==> config.mk <==
export PLATFORM = sky130hd
export DESIGN_NAME = last_substring_match_finder_top
export DESIGN_NICKNAME = d
export VERILOG_FILES = /design/src/rtl/core/lsmf_pkg.sv /design/src/rtl/core/last_substring_match_finder_top.sv /design/src/rtl/core/lsmf_window_cmp.sv
export VERILOG_INCLUDE_DIRS = /design/src /design/src/rtl/core
export SDC_FILE = /design/constraint.sdc
export NUM_CORES = 1
export LEC_CHECK = 0
export ABC_AREA = 1
export BUFFER_PORTS_ARGS = -buffer_cell sky130_fd_sc_hd__buf_2
export CAP_MARGIN = 15
export CORE_MARGIN = 3
export CORE_UTILIZATION = 40
export DETAILED_ROUTE_END_ITERATION = 7
export PLACE_DENSITY_LB_ADDON = 0.3
export SLEW_MARGIN = 20
export SYNTH_ARGS = -nofsm -noshare
export SYNTH_HDL_FRONTEND = slang
export SYNTH_HIERARCHICAL = 1
export SYNTH_SLANG_ARGS = --single-unit
==> constraint.sdc <==
create_clock -name clk -period 12.47 [get_ports clk]
set_input_delay 3.1175 -clock clk [delete_from_list [all_inputs] [get_ports clk]]
set_output_delay 3.1175 -clock clk [all_outputs]
set_load 0.005 [all_outputs]
==> src/rtl/core/last_substring_match_finder_top_macros.svh <==
// Assertion macros used by the last-occurrence substring search RTL.
// Needs clk and rst_n in the scope where a macro is used.
`ifndef LAST_SUBSTRING_MATCH_FINDER_TOP_MACROS_SVH
`define LAST_SUBSTRING_MATCH_FINDER_TOP_MACROS_SVH

// Same-cycle implication, checked out of reset
`define LSMF_ASSERT_SAME(lbl, ante, cons, msg) \
    lbl: assert property (@(posedge clk) disable iff (!rst_n) (ante) |-> (cons)) \
        else $error(msg);

// Next-cycle implication, checked out of reset
`define LSMF_ASSERT_NEXT(lbl, ante, cons, msg) \
    lbl: assert property (@(posedge clk) disable iff (!rst_n) (ante) |=> (cons)) \
        else $error(msg);

`endif

==> src/rtl/core/lsmf_pkg.sv <==
// Package for the last-occurrence substring search block.
// Sizes, request and status codes, lane vector type. No dependencies.
package lsmf_pkg;

    localparam int NEEDLE_MAX = 32;
    localparam int COUNT_BITS = 32;
    localparam int LEN_BITS   = $clog2(NEEDLE_MAX + 1);
    localparam int OFFSET_W   = 32;

    // one byte per lane, lane 0 newest
    typedef logic [NEEDLE_MAX-1:0][7:0] lane_vec_t;

    typedef enum logic [1:0] {
        REQ_START  = 2'd0,
        REQ_NEEDLE = 2'd1,
        REQ_HAY    = 2'd2,
        REQ_FINISH = 2'd3
    } req_t;

    typedef enum logic [1:0] {
        ST_FOUND      = 2'd0,
        ST_NOT_FOUND  = 2'd1,
        ST_NEEDLE_OVF = 2'd2,
        ST_HAY_OVF    = 2'd3
    } status_t;

endpackage

==> src/rtl/core/last_substring_match_finder_top.sv <==
// Top level of the last-occurrence substring search block.
// Depends on lsmf_pkg, lsmf_window_cmp and the assertion macro header.
//
//  channel | dir | tdata                  | tuser          | tlast
//  s_*     | in  | [7:0] data_byte        | [1:0] req_type | -
//  m_*     | out | [31:0] match_offset    | [1:0] status   | -
//
// One item per cycle while no finish item is held: an item is registered,
// then updates the search state and, for a finish, loads the result register.
// m_tvalid is driven from the result register, loaded as a finish item leaves the input register.
// Reset clears all control and search state; needle bytes stay unset.
// A finish item waits in the input register only while an earlier result
// is still unread; other items pass regardless of the output side.
`include "last_substring_match_finder_top_macros.svh"

module last_substring_match_finder_top (
    input  logic        clk,
    input  logic        rst_n,
    input  logic        s_tvalid,
    output logic        s_tready,
    input  logic [7:0]  s_tdata,   // [7:0] data_byte
    input  logic [1:0]  s_tuser,   // [1:0] req_type
    output logic        m_tvalid,
    input  logic        m_tready,
    output logic [31:0] m_tdata,   // [31:0] match_offset
    output logic [1:0]  m_tuser    // [1:0] status
);
    import lsmf_pkg::*;

    // input register
    logic                  in_valid_reg;
    req_t                  in_req_reg;
    logic [7:0]            in_byte_reg;
    logic                  advance;

    // search state
    lane_vec_t             needle_reg, needle_next;
    lane_vec_t             window_reg, window_next;
    lane_vec_t             window_shift;
    logic [LEN_BITS-1:0]   len_reg, len_next;
    logic [COUNT_BITS-1:0] cnt_reg, cnt_next, cnt_inc;
    logic [COUNT_BITS-1:0] last_off_reg, last_off_next;
    logic                  seen_reg, seen_next;
    logic                  nov_reg, nov_next;
    logic                  hov_reg, hov_next;
    logic                  match;

    // result register
    logic                  out_valid_reg;
    status_t               out_status_reg, out_status_next;
    logic [OFFSET_W-1:0]   out_off_reg, out_off_next;
    logic                  load_result;

    // a finish item holds only while the previous result is unread
    assign advance     = !(in_req_reg == REQ_FINISH && out_valid_reg && !m_tready);
    assign s_tready    = !in_valid_reg || advance;
    assign load_result = in_valid_reg && (in_req_reg == REQ_FINISH) && advance;

    always_ff @(posedge clk or negedge rst_n)
    begin
        if (!rst_n)
        begin
            in_valid_reg <= 1'b0;
        end
        else if (s_tready)
        begin
            in_valid_reg <= s_tvalid;
        end
    end

    always_ff @(posedge clk)
    begin
        if (s_tready && s_tvalid)
        begin
            in_req_reg  <= req_t'(s_tuser);
            in_byte_reg <= s_tdata;
        end
    end

    // window with the new byte shifted in at lane 0
    always_comb
    begin
        window_shift[0] = in_byte_reg;
        for (int j = 1; j < NEEDLE_MAX; j++)
        begin
            window_shift[j] = window_reg[j-1];
        end
    end

    lsmf_window_cmp u_cmp (
        .needle (needle_reg),
        .window (window_shift),
        .len    (len_reg),
        .match  (match)
    );

    assign cnt_inc = cnt_reg + COUNT_BITS'(1);

    // state update for the registered item
    always_comb
    begin
        needle_next   = needle_reg;
        window_next   = window_reg;
        len_next      = len_reg;
        cnt_next      = cnt_reg;
        last_off_next = last_off_reg;
        seen_next     = seen_reg;
        nov_next      = nov_reg;
        hov_next      = hov_reg;
        if (in_valid_reg)
        begin
            case (in_req_reg)
                REQ_START:
                begin
                    window_next   = '0;
                    len_next      = '0;
                    cnt_next      = '0;
                    last_off_next = '0;
                    seen_next     = 1'b0;
                    nov_next      = 1'b0;
                    hov_next      = 1'b0;
                end
                REQ_NEEDLE:
                begin
                    // needle bytes count only before any haystack byte
                    if (cnt_reg == '0 && !hov_reg)
                    begin
                        if (len_reg < LEN_BITS'(NEEDLE_MAX))
                        begin
                            // aligned needle: newest byte at lane 0
                            needle_next[0] = in_byte_reg;
                            for (int j = 1; j < NEEDLE_MAX; j++)
                            begin
                                needle_next[j] = needle_reg[j-1];
                            end
                            len_next = len_reg + LEN_BITS'(1);
                        end
                        else
                        begin
                            nov_next = 1'b1;
                        end
                    end
                end
                REQ_HAY:
                begin
                    if (&cnt_reg)
                    begin
                        hov_next = 1'b1;
                    end
                    else
                    begin
                        window_next = window_shift;
                        cnt_next    = cnt_inc;
                        if (len_reg != '0 && cnt_inc >= COUNT_BITS'(len_reg) && match)
                        begin
                            last_off_next = cnt_inc - COUNT_BITS'(len_reg);
                            seen_next     = 1'b1;
                        end
                    end
                end
                default:
                begin
                    // finish leaves the state alone
                end
            endcase
        end
    end

    // finish result, overflow first
    always_comb
    begin
        if (nov_reg)
        begin
            out_status_next = ST_NEEDLE_OVF;
            out_off_next    = '0;
        end
        else if (hov_reg)
        begin
            out_status_next = ST_HAY_OVF;
            out_off_next    = '0;
        end
        else if (len_reg == '0)
        begin
            out_status_next = ST_FOUND;
            out_off_next    = OFFSET_W'(cnt_reg);
        end
        else if (seen_reg)
        begin
            out_status_next = ST_FOUND;
            out_off_next    = OFFSET_W'(last_off_reg);
        end
        else
        begin
            out_status_next = ST_NOT_FOUND;
            out_off_next    = '0;
        end
    end

    always_ff @(posedge clk or negedge rst_n)
    begin
        if (!rst_n)
        begin
            window_reg   <= '0;
            len_reg      <= '0;
            cnt_reg      <= '0;
            last_off_reg <= '0;
            seen_reg     <= 1'b0;
            nov_reg      <= 1'b0;
            hov_reg      <= 1'b0;
        end
        else
        begin
            window_reg   <= window_next;
            len_reg      <= len_next;
            cnt_reg      <= cnt_next;
            last_off_reg <= last_off_next;
            seen_reg     <= seen_next;
            nov_reg      <= nov_next;
            hov_reg      <= hov_next;
        end
    end

    // needle bytes carry no reset
    always_ff @(posedge clk)
    begin
        needle_reg <= needle_next;
    end

    // result register
    always_ff @(posedge clk or negedge rst_n)
    begin
        if (!rst_n)
        begin
            out_valid_reg <= 1'b0;
        end
        else if (load_result)
        begin
            out_valid_reg <= 1'b1;
        end
        else if (m_tready)
        begin
            out_valid_reg <= 1'b0;
        end
    end

    always_ff @(posedge clk)
    begin
        if (load_result)
        begin
            out_status_reg <= out_status_next;
            out_off_reg    <= out_off_next;
        end
    end

    assign m_tvalid = out_valid_reg;
    assign m_tdata  = out_off_reg;
    assign m_tuser  = out_status_reg;

    // checks
    `LSMF_ASSERT_SAME(a_len_cap, 1'b1, len_reg <= LEN_BITS'(NEEDLE_MAX), "needle length over capacity")
    `LSMF_ASSERT_NEXT(a_len_frozen, cnt_reg != '0, len_reg == $past(len_reg) || len_reg == '0, "needle grew after haystack")
    `LSMF_ASSERT_SAME(a_zero_off, m_tvalid && m_tuser != ST_FOUND, m_tdata == '0, "offset set on a failed search")

endmodule

==> src/rtl/core/lsmf_window_cmp.sv <==
// Parallel lane compare of the aligned needle against the haystack window.
// Depends on lsmf_pkg.
module lsmf_window_cmp (
    input  lsmf_pkg::lane_vec_t              needle,  // lane j: needle byte len-1-j
    input  lsmf_pkg::lane_vec_t              window,  // lane j: j-th newest haystack byte
    input  logic [lsmf_pkg::LEN_BITS-1:0]    len,
    output logic                             match
);
    import lsmf_pkg::*;

    logic [NEEDLE_MAX-1:0] lane_ok;

    // lanes at or above the needle length always agree
    always_comb
    begin
        for (int j = 0; j < NEEDLE_MAX; j++)
        begin
            lane_ok[j] = (LEN_BITS'(j) >= len) || (needle[j] == window[j]);
        end
    end

    assign match = &lane_ok;

endmodule
### After elaboration in Yosys (flattened, before gate mapping)

Cells that the tools add are included.

| storage, ports and cells | value |
|---|---|
| input port bits | 14 |
| word-level logic and storage cells | 240 |
| register bits | 623 |

| cells by class | value |
|---|---|
| reductions and logical operators | 61 |
| mux-type cells | 25 |
| $add $sub $neg | 3 |
| magnitude comparators | 34 |
| equal/unequal tests | 41 |

Operator list:

| operator | number |
|---|---|
| one-hot mux 248 bit (2 select lines) | 1 |
| equality test 8 bit | 32 |
| two-way mux 248 bit | 1 |
| two-way mux 32 bit | 5 |
| one-hot mux 32 bit (2 select lines) | 2 |
| greater-or-equal comparator 5 x 6 -> 1 bit, first input constant | 16 |
| AND reduction 32 bit | 2 |
| greater-or-equal comparator 4 x 6 -> 1 bit, first input constant | 8 |
| logical OR 1 bit | 33 |
| adder 32 x 1 -> 32 bit, second input constant | 1 |
| greater-or-equal comparator 32 x 6 -> 1 bit | 1 |
| logical NOT 32 bit | 1 |
| subtractor 32 x 6 -> 32 bit | 1 |
| greater-or-equal comparator 3 x 6 -> 1 bit, first input constant | 4 |
| AND reduction 4 bit | 4 |
| greater-or-equal comparator 1 x 6 -> 1 bit, first input constant | 2 |
| greater-or-equal comparator 2 x 6 -> 1 bit, first input constant | 2 |
| two-way mux 6 bit | 2 |
| inequality test 2 bit, second input constant | 6 |
| one-hot mux 6 bit (2 select lines) | 1 |
| two-way mux 1 bit | 10 |
| logical AND 1 bit | 8 |
| adder 6 x 1 -> 6 bit, second input constant | 1 |
| logical NOT 6 bit | 1 |
| 10 further kinds | 19 |

### Longest topological paths before layout

Gate-level depths: netlist of run 1.

| depth | value |
|---|---|
| depth in word-level cells | 7 |
| gate-level depth with buffers | 22 |

### By module

Netlist of run 1, hierarchy kept.

By module, submodules not included:

| module | times used | cells each | area each (um^2) | sequential area each (um^2) |
|---|---|---|---|---|
| last_substring_match_finder_top | 1 | 1983 | 23690.2 | 17091.4 |
| lsmf_window_cmp | 1 | 701 | 3891.2 | 0.0 |

### Worst setup path before layout of run 1

No wires, ideal clock.

| timing path | value |
|---|---|
| kind | reg2reg |
| from | register cnt_reg[0] |
| to | register needle_reg[0] in the netlist's numbering, enable pin |
| arrival | 11893 ps |
| slack | -301 ps |
| cell stages (with the launch flop) | 8 |
| required time | 11592 ps |
| path through | dfrtp_1 -> inv_2 -> ha_1 -> nand2_1 -> nor3_1 -> nand3_1 -> or2_2 -> nor2_1 |

| on the way | value |
|---|---|
| longest elaborated chain between the ends | 3 |

Ends and longest elaborated chain:

| what | line | text |
|---|---|---|
| start: declaration | last_substring_match_finder_top.sv:41 | `logic [COUNT_BITS-1:0] cnt_reg, cnt_next, cnt_inc;` |
| start signal: assignment | last_substring_match_finder_top.sv:215 | `cnt_reg <= cnt_next;` |
| logical NOT 32 bit | last_substring_match_finder_top.sv:126 | `if (cnt_reg == '0 && !hov_reg)` |
| logical AND 1 bit | last_substring_match_finder_top.sv:126 |  |
| AND reduction 4 bit (no source line) | -- |  |
| end signal: assignment | last_substring_match_finder_top.sv:226 | `needle_reg <= needle_next;` |
| end: declaration | last_substring_match_finder_top.sv:37 | `lane_vec_t needle_reg, needle_next;` |

No other way between the ends.
A chain may end at the register's enable or synchronous reset.

### Worst setup path after layout of run 1

| timing path | value |
|---|---|
| from | input port m_tready |
| to | output port s_tready |

| on the way | value |
|---|---|
| longest elaborated chain between the ends | 4 |

Ends and longest elaborated chain:

| what | line | text |
|---|---|---|
| start: declaration | last_substring_match_finder_top.sv:24 | `input logic m_tready,` |
| logical NOT 1 bit | last_substring_match_finder_top.sv:55 | `assign advance = !(in_req_reg == REQ_FINISH && out_valid_reg && !m_tready);` |
| logical AND 1 bit | last_substring_match_finder_top.sv:55 |  |
| logical NOT 1 bit | last_substring_match_finder_top.sv:55 |  |
| logical OR 1 bit | last_substring_match_finder_top.sv:56 | `assign s_tready = !in_valid_reg \|\| advance;` |
| end: declaration | last_substring_match_finder_top.sv:20 | `output logic s_tready,` |

No other way between the ends.

==> key figures, run 1 <==
Run status
  – Outcome: finished clean

Setup path
  – Internal reg-to-reg setup slack: ~8.3 ns
  – CP startpoint: m_tready
  – Reg-to-reg critical path startpoint: cnt_reg[0]
  – Delay of the slowest cell on the worst path: 0.21 ns
  – Critical-path cell with the highest stage delay: nor2_1
  – Maximum fanout along the worst path: 2
  – Kind of capture point of the worst setup path: output pin
  – Worst-path cell chain: buf_2 -> nor2_1 -> inv_1 -> nor2_1 -> inv_1 -> buf_2
  – Data arrival time of the critical path: 3.84 ns
  – Crit path required time: 9.35 ns
  – Critical path class: primary input to output pin
  – Critical Path Start Type: primary input

Synthesis
  – Dominant combinational cell family by area after synthesis: simple AND/OR/NAND/NOR gates
  – Gate Count Post-Synth: about 2700
  – Summed instance area of the synthesized netlist: around 28000 um^2
  – Seq/Total Area, Yosys: between 60% and 70%
  – Fraction of synthesized area in multiplexers: 0%
  – FF+latch count, synth: 623
  – Synth warn: 6
  – Number of distinct library cell variants in the gate-level netlist after synthesis: 36
  – Post-synthesis compound-gate area fraction: 8.11%
  – Nets in the synthesized netlist: between 2000 and 3000
  – Syn avg cell area: roughly 10 um^2
  – Simple-gate share of the synthesized area: between 10% and 20%
  – Post-Synth Adder-Cell Area: less than 1%
  – Xor/xnor share of the synthesized area: between 8 and 9%

Finish
  – Final net count: 2752
  – Proportion of layout cells with a drive suffix above 1: 8.13%
  – Max reg flops: between 200 and 300
  – Ant diodes: 0
  – Area growth, synth to finish: 11.9%

Clocking
  – Clock Root Buffer: clkbuf_16
  – Count of buffers added by post-CTS timing repair for setup: 0
  – Clock Tree Buf Depth: 3
  – Clock buffer count from CTS: 66
  – Number of instances resized during post-cts repair: 0
  – Clock tree from TritonCTS: done
  – Insertion delay to the later sink of the worst-skew pair: roughly 0.61 ns
  – Count of H-tree levels built during CTS: 3
  – Quantity of hold-fixing buffers added after cts: 0
  – Clock-pin transition on the worst setup and hold timing paths: about 0.060 ns
  – Clock net sink count: slightly above 600

Routing
  – Number of nets with antenna violations after detailed routing: 0
  – Number of remaining DRC errors: 0
  – Via/cell ratio: 5.03
  – DRT Wirelength: 61.1 mm
  – Total via count after detailed routing: approximately 18000
  – Number of DRC violations after detailed-routing iteration 0: between 1000 and 1500
  – Number of detailed-routing iterations run before antenna repair: 6
  – Average wire length per cell after detail routing: around 17 um

Placement
  – Post-Place Setup Slack: between 5 and 6 ns
  – Final RePlAce weighted congestion: around 0.91
  – Dpl hpwl: about 39 mm
  – Port-buffer cells: 49

GRT
  – Vias in the first global route: 18900
  – Wire length of the first global-routing pass: about 100 mm
  – Overall routing resource usage: 17.3%
  – Aggregate global routing overflow: 0
  – Largest net degree at the start of global routing: 182
  – Antenna violations before repair: 1

STA
  – Post-route minimum period: roughly 7 ns
  – Worst Hold Margin: about 0.47 ns
  – Post-route setup slack: about 5.5 ns
  – RSZ-0062 raised after global routing: no
  – Largest clock skew in the final design: 0.0226 ns
  – Crit share post-route: a little under three fifths
  – Max frequency: about 140 MHz
  – Final Hold Fails: 0
  – Setup TNS: 0 ns
  – Final setup violation count: 0
  – Worst-margin pin slew: about 1.1 ns
  – Pins over their slew limit: 0
  – Relative slew slack: 24.8%

Die
  – Die ar.: roughly 72000 um^2
  – X dimension of the die: ~270 um
  – Starting density of the core: approximately two fifths
  – Number of I/O pins: 50
  – Floorplan die height: around 270 um
  – Floorplan Core Area: between 60000 and 70000 um^2
  – Row Count: 95

Power and ir drop
  – VDD IR max: 94.4 uV
  – Leak Pwr: between 10 and 15 nW
  – Areal power density over the cells: 156 nW/um^2

Worst hold path
  – Beginning of the worst hold path: needle_reg[235]
  – Min-delay worst type: flip-flop to flip-flop

Flow run
  – Max cap viols: 0
[critical path, delay by kind of cell]
family | cells | cell delay (ns)
simple gates | 2 | 0.35
buf+inv | 4 | 0.38
[synthesized netlist by cell type]
cell type / instances / area [um^2]
nor3_1: 6 / 30.0
dfrtp_1: 323 / 8080
nor4_1: 3 / 18.8
o22ai_1: 269 / 1680
o21ai_1: 5 / 25.0
clkinv_1: 1 / 3.75
nand2_1: 578 / 2170
a21oi_1: 8 / 40.0
a21o_1: 1 / 7.51
xor2_1: 21 / 184
ha_1: 10 / 125
nand3_1: 68 / 340
xnor2_1: 245 / 2150
o21a_1: 1 / 7.51
nor2_2: 12 / 75.1
clkbuf_1: 56 / 210
nand2_2: 15 / 93.8
nand4_1: 17 / 106
or2_2: 3 / 18.8
buf_1: 3 / 11.3
nor2_1: 184 / 691
a211oi_1: 32 / 240
nand3b_1: 10 / 75.1
a31oi_1: 5 / 31.3
o21ai_0: 37 / 185
buf_6: 3 / 33.8
nand3_2: 3 / 30.0
fa_1: 1 / 20.0
buf_2: 25 / 125
edfxtp_1: 300 / 9010
o21ai_2: 2 / 17.5
nand2_4: 4 / 45.0
inv_1: 414 / 1550
inv_2: 8 / 30.0
buf_4: 2 / 15.0
nor2_4: 9 / 101
[layout by cell type (no fill, tap or decap), types with 10 or more instances in the layout]
cell       count
nand2_1      578
inv_1        414
dfrtp_1      323
edfxtp_1     300
o22ai_1      269
xnor2_1      245
nor2_1       181
nand3_1       67
clkbuf_16     66
buf_2         48
o21ai_0       37
a211oi_1      32
xor2_1        21
nand4_1       17
nand2_2       15
clkbuf_1      15
nor2_4        12
nor2_2        12
clkinv_2      11
buf_4         11
nand3b_1      10
ha_1          10
clkbuf_8      10
[metal layers]
layer | part of all wire, % | track usage (%) | up-vias
met1 | 47 | 24.6 | 9088
met3 | 4.1 | 3.02 | 76
li1 | - | - | 8892
met2 | 47 | 27.7 | 320
met5 | 0 | 0 | -
met4 | 1.7 | 4.31 | 0
[where the power goes]
part / total (mW) / internal, mW / switching (mW)
clock network: 1.91 / 1.08 / 0.830
logic: 0.565 / 0.178 / 0.386
registers: 2.33 / 2.27 / 0.0667
total: 4.81 / 3.52 / 1.28
[metrics by stage]
step	total power [mW]	instance area [um^2]	cells	utilization, %
after floorplan	2.77	27600	2684	-
after global placement	2.93	28700	3530	42.4
after detailed placement	2.94	28700	3530	42.4
after CTS	4.86	30800	3652	45.5
after global routing	5.02	30900	3654	45.6
final	4.81	30900	3654	45.6
[logic make-up (layout without fill, tap and decap cells)]
kind of cell	after synthesis	after routing
AO/OA/AOI/OAI	360	360
XOR/XNOR	266	266
adder cells (fa/ha/maj)	11	11
buffers and inverters	512	609
flip-flops	623	623
AND/OR/NAND/NOR	912	912
[final timing paths]
check                           cells after the start                to
worst max-delay path                                6          s_tready
max in group asynchronous                           3    window_reg[57]
worst min register to register                      0   needle_reg[243]
worst max register to register                     20  last_off_reg[24]
worst min-delay path                                0   needle_reg[243]
min in group asynchronous                           1  last_off_reg[31]
[layout make-up]
cell class                      instances  area, um^2
Timing Repair Buffer                   64         425
Fill cell                            6284       36900
Clock buffer                           91        1850
Sequential cell                       623       17100
Multi-Input combinational cell       1549        8550
Inverter                              423        1600
Tap cell                              873        1090
Clock inverter                         31         272
No activity file was read; power rests on OpenSTA's default activity.
==> inputs of run 2 (changes only) <==
Clock period 12.47 ns to 6.3 ns, I/O delays scaled along.
==> key figures, run 2 (synthesis gave the netlist of run 1 again) <==
Clocking
  – Clock-pin transition on the worst setup and hold timing paths: 0.06 ns (about the same)
  – Clock Tree Buf Depth: 3 (unchanged)
  – Count of H-tree levels built during CTS: 3 (unchanged)
  – Count of buffers added by post-CTS timing repair for setup: 0 (unchanged)
  – Insertion delay to the later sink of the worst-skew pair: 0.61 ns (about the same)
  – Clock net sink count: 623 (unchanged)
  – Number of instances resized during post-cts repair: 0 (unchanged)
  – Quantity of hold-fixing buffers added after cts: 0 (unchanged)
  – Clock tree from TritonCTS: done
  – Clock Root Buffer: clkbuf_16
  – Clock buffer count from CTS: 66 (unchanged)

Setup path
  – CP startpoint: in_req_reg[0]
  – Maximum fanout along the worst path: 6 (+4)
  – Critical path class: flip-flop to output pin
  – Reg-to-reg critical path startpoint: cnt_reg[0]
  – Data arrival time of the critical path: 2.44 ns (-1.40 ns)
  – Kind of capture point of the worst setup path: output pin
  – Crit path required time: 4.72 ns (-4.63 ns)
  – Critical Path Start Type: flip-flop

STA
  – RSZ-0062 raised after global routing: no
  – Post-route minimum period: about 4 ns
  – Worst-margin pin slew: 1.16 ns (+0.0316 ns)
  – Pins over their slew limit: 0 (unchanged)
  – Post-route setup slack: 2.28 ns (-3.23 ns)
  – Crit share post-route: a little under two thirds
  – Final Hold Fails: 0 (unchanged)
  – Worst Hold Margin: 0.458 ns (-0.00785 ns)
  – Max frequency: between 200 and 250 MHz
  – Final setup violation count: 0 (unchanged)
  – Relative slew slack: 22.7% (-2.1 points)
  – Largest clock skew in the final design: 0.0264 ns (+0.00378 ns)
  – Setup TNS: 0 ns (unchanged)

GRT
  – Overall routing resource usage: 17.1% (-0.15 points)
  – Aggregate global routing overflow: 0 (unchanged)
  – Antenna violations before repair: 2 (+1)
  – Vias in the first global route: 18500 (-1.9%)
  – Wire length of the first global-routing pass: 98.7 mm (-1.5%)
  – Largest net degree at the start of global routing: 175 (-3.8%)

Finish
  – Count of non-filler cells in the finished layout: 3653 (-0.027%)
  – Proportion of layout cells with a drive suffix above 1: 8.02% (-0.10 points)
  – Commonest non-fill, non-tap cell in the layout: nand2_1
  – Commonest non-fill, non-tap cells in the layout: nand2_1 (578), inv_1 (414), dfrtp_1 (323)
  – Filler instances: 6315 (+0.49%)
  – Final net count: 2751 (-0.036%)
  – Area growth, synth to finish: 12.1%
  – Max reg flops: 256 (unchanged)
  – Ant diodes: 0 (unchanged)
  – Final instance area: 30900 um^2 (+0.11%)

Placement
  – Placed standard-cell area: 28700 um^2 (+0.13%)
  – Final RePlAce weighted congestion: 0.915 (+1.1%)
  – Port-buffer cells: 49 (unchanged)
  – Dpl hpwl: 38.5 mm (-0.65%)
  – Post-Place Setup Slack: 2.38 ns (-3.12 ns)
  – Inst Count DP: 3530 (unchanged)

Routing
  – Via/cell ratio: 5.00 (-0.60%)
  – DRT Wirelength: 60.8 mm (-0.43%)
  – Number of DRC violations after detailed-routing iteration 0: 1305 (-2.8%)
  – Total via count after detailed routing: 18300 (-0.63%)
  – Number of detailed-routing iterations run before antenna repair: 6 (unchanged)
  – Average wire length per cell after detail routing: 16.7 um (-0.40%)
  – Number of remaining DRC errors: 0 (unchanged)
  – Number of nets with antenna violations after detailed routing: 0 (unchanged)

Run status
  – Outcome: finished clean

Worst hold path
  – Min-delay worst type: flip-flop to flip-flop
  – Beginning of the worst hold path: needle_reg[103]

Power and ir drop
  – Leak Pwr: 12.3 nW (about the same)
  – Areal power density over the cells: 310 nW/um^2 (+99%)
  – VDD IR max: 185 uV (+96%)

Die
  – Row Count: 95 (unchanged)
  – Die ar.: 72100 um^2 (unchanged)
  – Floorplan die height: 269 um (unchanged)
  – X dimension of the die: 269 um (unchanged)
  – Number of I/O pins: 50 (unchanged)
  – Floorplan Core Area: 67800 um^2 (unchanged)
  – Starting density of the core: 40.7% (unchanged)

Flow run
  – Max cap viols: 0 (unchanged)
-- run 2: cell types whose count changed in the layout (fill, tap and decap cells not counted), sizes merged --
cell / previous run / this run
clkinv: 24 / 12
clkbuf: 91 / 100
bufinv: 1 / 3
buf: 64 / 63
clkinvlp: 3 / 4
-- run 2: final timing paths --
path	endpoint	slack (ns)	cells after the start
worst max-delay path	s_tready	2.28	6
worst min-delay path	needle_reg[111]	0.46	0
worst max register to register	last_off_reg[29]	2.29	20
worst min register to register	needle_reg[111]	0.46	0
max in group asynchronous	window_reg[89]	4.05	2
min in group asynchronous	last_off_reg[29]	1.01	1
-- run 2: cell type report --
| cell class | count | area [um^2] | share of cell area, % |
|---|---|---|---|
| clock inverters | 22 | 235 | 0.761 |
| flip-flops and latches | 623 | 17100 | 55.3 |
| multi-input cells | 1549 | 8550 | 27.7 |
| well taps | 873 | 1090 | 3.53 |
| clock buffers | 100 | 1910 | 6.18 |
| inverters | 423 | 1600 | 5.16 |
| repair buffers | 63 | 435 | 1.41 |
-- run 2: stage by stage --
step                total power, mW  utilization (%)
floorplan                      5.46                -
global placement               5.82             42.4
detailed placement             5.83             42.4
CTS                            9.70             45.6
global route                   10.0             45.6
finish                         9.58             45.6
-- run 2: layer usage --
layer / GRT usage [%] / up-vias / wire [um]
met3: 2.96 / 89 / 2460
met4: 4.60 / 2 / 1360
met2: 27.9 / 347 / 28800
li1: - / 8869 / -
met5: 0 / - / 13
met1: 23.9 / 8954 / 28200
-- run 2: worst max-delay path, stage by stage, from the launching register on --
cell	delay (ns)
edfxtp_1	0.50
inv_1	0.17
nor3_1	0.55
inv_1	0.23
nor2_1	0.18
inv_1	0.07
buf_2	0.13
-- run 2: power by group --
| part | internal, mW | switching, mW |
|---|---|---|
| clock | 2.24 | 1.59 |
| sequential | 4.49 | 0.132 |
| combinational | 0.355 | 0.776 |
| total | 7.08 | 2.50 |
==> inputs of run 3 (changes only) <==
Clock period 6.3 ns to 4.1 ns, I/O delays scaled along.
==> key figures, run 3 (synthesis gave the netlist of run 1 again) <==
Setup path
  – Kind of capture point of the worst setup path: flip-flop
  – Data arrival time of the critical path: 4.23 ns (+1.79 ns)
  – Crit path required time: 4.63 ns (-0.09 ns)
  – CP startpoint: cnt_reg[2]
  – R2r endpoint: last_off_reg[2]
  – Critical path class: flip-flop to flip-flop
  – Maximum fanout along the worst path: 34 (+28)
  – Internal reg-to-reg setup slack: 0.41 ns (-1.88 ns)
  – Reg-to-reg critical path startpoint: cnt_reg[2]
  – Critical Path Start Type: flip-flop
  – Destination of the critical timing path: last_off_reg[2]
  – Worst r2r path cells: 20 (unchanged)

Power and ir drop
  – VDD IR max: 288 uV (+55%)
  – Net Switching: 3.87 mW (+55%)
  – Part of the power in registers: 48.2% (about the same)
  – Combinational cell fraction of total power: 11.8% (about the same)
  – Areal power density over the cells: 476 nW/um^2 (+54%)
  – Clk pwr share: 40.0% (about the same)
  – Leak Pwr: 12.4 nW (+0.69%)
  – Internal Dissipation: 10.9 mW (+54%)
  – Net switching share of the total power: 26.1% (+0.051 points)

STA
  – Relative slew slack: 47.5% (+25 points)
  – Worst Hold Margin: 0.344 ns (-0.114 ns)
  – Worst-margin pin slew: 0.787 ns (-0.373 ns)
  – Post-route setup slack: 0.405 ns (-1.88 ns)
  – Post-route minimum period: ~3.7 ns
  – Max frequency: 271 MHz
  – Largest clock skew in the final design: 0.0280 ns (+0.00161 ns)
  – RSZ-0062 raised after global routing: no
  – Final Hold Fails: 0 (unchanged)
  – Crit share post-route: between 90% and 100%
  – Pins over their slew limit: 0 (unchanged)
  – Final setup violation count: 0 (unchanged)

GRT
  – Overall routing resource usage: 17.5% (+0.36 points)
  – Largest net degree at the start of global routing: 117 (-33%)
  – Wire length of the first global-routing pass: 100 mm (+1.8%)
  – Aggregate global routing overflow: 0 (unchanged)
  – Vias in the first global route: 18600 (+0.30%)
  – Antenna violations before repair: 1 (-1)

Die
  – Number of I/O pins: 50 (unchanged)
  – X dimension of the die: 269 um (unchanged)
  – Row Count: 95 (unchanged)
  – Floorplan Core Area: 67800 um^2 (unchanged)
  – Die ar.: 72100 um^2 (unchanged)
  – Floorplan die height: 269 um (unchanged)
  – Starting density of the core: 40.7% (unchanged)

Finish
  – Final net count: 2762 (+0.40%)
  – Commonest non-fill, non-tap cells in the layout: nand2_1 (578), inv_1 (414), dfrtp_1 (321)
  – Area growth, synth to finish: 12.7%
  – Count of non-filler cells in the finished layout: 3664 (+0.30%)
  – Final instance area: 31100 um^2 (+0.61%)
  – Commonest non-fill, non-tap cell in the layout: nand2_1
  – Max reg flops: 256 (unchanged)
  – Proportion of layout cells with a drive suffix above 1: 8.35% (+0.33 points)

Clocking
  – Clock net sink count: 623 (unchanged)
  – Number of instances resized during post-cts repair: 0 (unchanged)
  – Clock buffer count from CTS: 67 (+1.5%)
  – Insertion delay to the later sink of the worst-skew pair: 0.60 ns (about the same)
  – Count of buffers added by post-CTS timing repair for setup: 0 (unchanged)
  – Quantity of hold-fixing buffers added after cts: 0 (unchanged)
  – Count of H-tree levels built during CTS: 3 (unchanged)
  – Clock Root Buffer: clkbuf_16
  – Clock Tree Buf Depth: 3 (unchanged)
  – Clock tree from TritonCTS: done
  – Clock-pin transition on the worst setup and hold timing paths: 0.06 ns (about the same)

Routing
  – Average wire length per cell after detail routing: 17.0 um (+2.0%)
  – Number of detailed-routing iterations run before antenna repair: 5 (-1)
  – DRT Wirelength: 62.2 mm (+2.3%)
  – Number of DRC violations after detailed-routing iteration 0: 1385 (+6.1%)
  – Via/cell ratio: 5.01 (+0.26%)
  – Number of nets with antenna violations after detailed routing: 0 (unchanged)
  – Total via count after detailed routing: 18400 (+0.56%)
  – Number of remaining DRC errors: 0 (unchanged)

Placement
  – Dpl hpwl: 41.1 mm (+6.6%)
  – Post-Place Setup Slack: 0.460 ns (-1.92 ns)
  – Port-buffer cells: 49 (unchanged)
  – Inst Count DP: 3539 (+0.25%)
  – Placed standard-cell area: 28900 um^2 (+0.57%)
  – Final RePlAce weighted congestion: 0.910 (-0.55%)

Run status
  – Outcome: finished clean

Flow run
  – Max cap viols: 0 (unchanged)

Worst hold path
  – Min-delay worst type: primary input to async pin
==> run 3: worst min-delay path by stage <==
stage                                from         endpoint  slack, ns  depth (start not counted)
after global routing                rst_n      cnt_reg[27]       0.40                          1
after CTS                           rst_n      cnt_reg[27]       0.37                          1
after global placement    needle_reg[142]  needle_reg[150]       0.45                          0
final                               rst_n      cnt_reg[27]       0.34                          1
after detailed placement  needle_reg[138]  needle_reg[146]       0.46                          0
after floorplan           last_off_reg[0]  last_off_reg[0]       0.44                          2
==> run 3: worst max-delay path: stages, from the launching register on <==
cell and delay [ns]:
dfrtp_1 0.48, nand3_1 0.19, nor2_1 0.36, xor2_1 0.22, inv_1 0.07, ha_1 0.33
nand2_1 0.08, inv_1 0.06, nand4_1 0.08, nand3_1 0.16, nor2_4 0.17, nand2_2 0.10
nor2_4 0.13, nand2_2 0.09, nor2_4 0.15, nand3_2 0.10, nand2_2 0.08, nand2_4 0.21
nand2_4 0.37, nand2_1 0.10, nand2_1 0.07
==> run 3: power by group through the flow <==
| stage | clock (mW) | combinational (mW) | sequential [mW] |
|---|---|---|---|
| floorplan | 0 | 1.23 | 7.17 |
| global placement | 0 | 1.74 | 7.24 |
| detailed placement | 0 | 1.75 | 7.25 |
| global route | 6.33 | 1.96 | 7.16 |
| finish | 5.92 | 1.75 | 7.13 |
| CTS | 6.08 | 1.77 | 7.13 |
==> run 3: cell type report <==
cell class | instances | area, um^2
Fill cell | 6298 | 36700
Sequential cell | 623 | 17100
Multi-Input combinational cell | 1549 | 8560
Clock buffer | 98 | 1880
Inverter | 423 | 1600
Tap cell | 873 | 1090
Timing Repair Buffer | 73 | 598
Clock inverter | 24 | 265
Antenna cell | 1 | 2.50
==> run 3: metrics by stage <==
| stage | power (mW) | util (%) | setup TNS (ns) |
|---|---|---|---|
| floorplan | 8.40 | - | -331.83 |
| global placement | 8.98 | 42.7 | 0 |
| detailed placement | 9.00 | 42.7 | 0 |
| CTS | 15.0 | 45.8 | 0 |
| global route | 15.5 | 45.9 | 0 |
| finish | 14.8 | 45.9 | 0 |
==> run 3: per-layer routing <==
layer	share of wire, %	wire length, um	up-vias	GRT usage, %
li1	-	-	8891	-
met4	2.2	1400	0	4.78
met3	5.5	3410	101	3.86
met2	47	29200	417	28.3
met1	45	28200	8955	23.9
met5	0	0	-	0
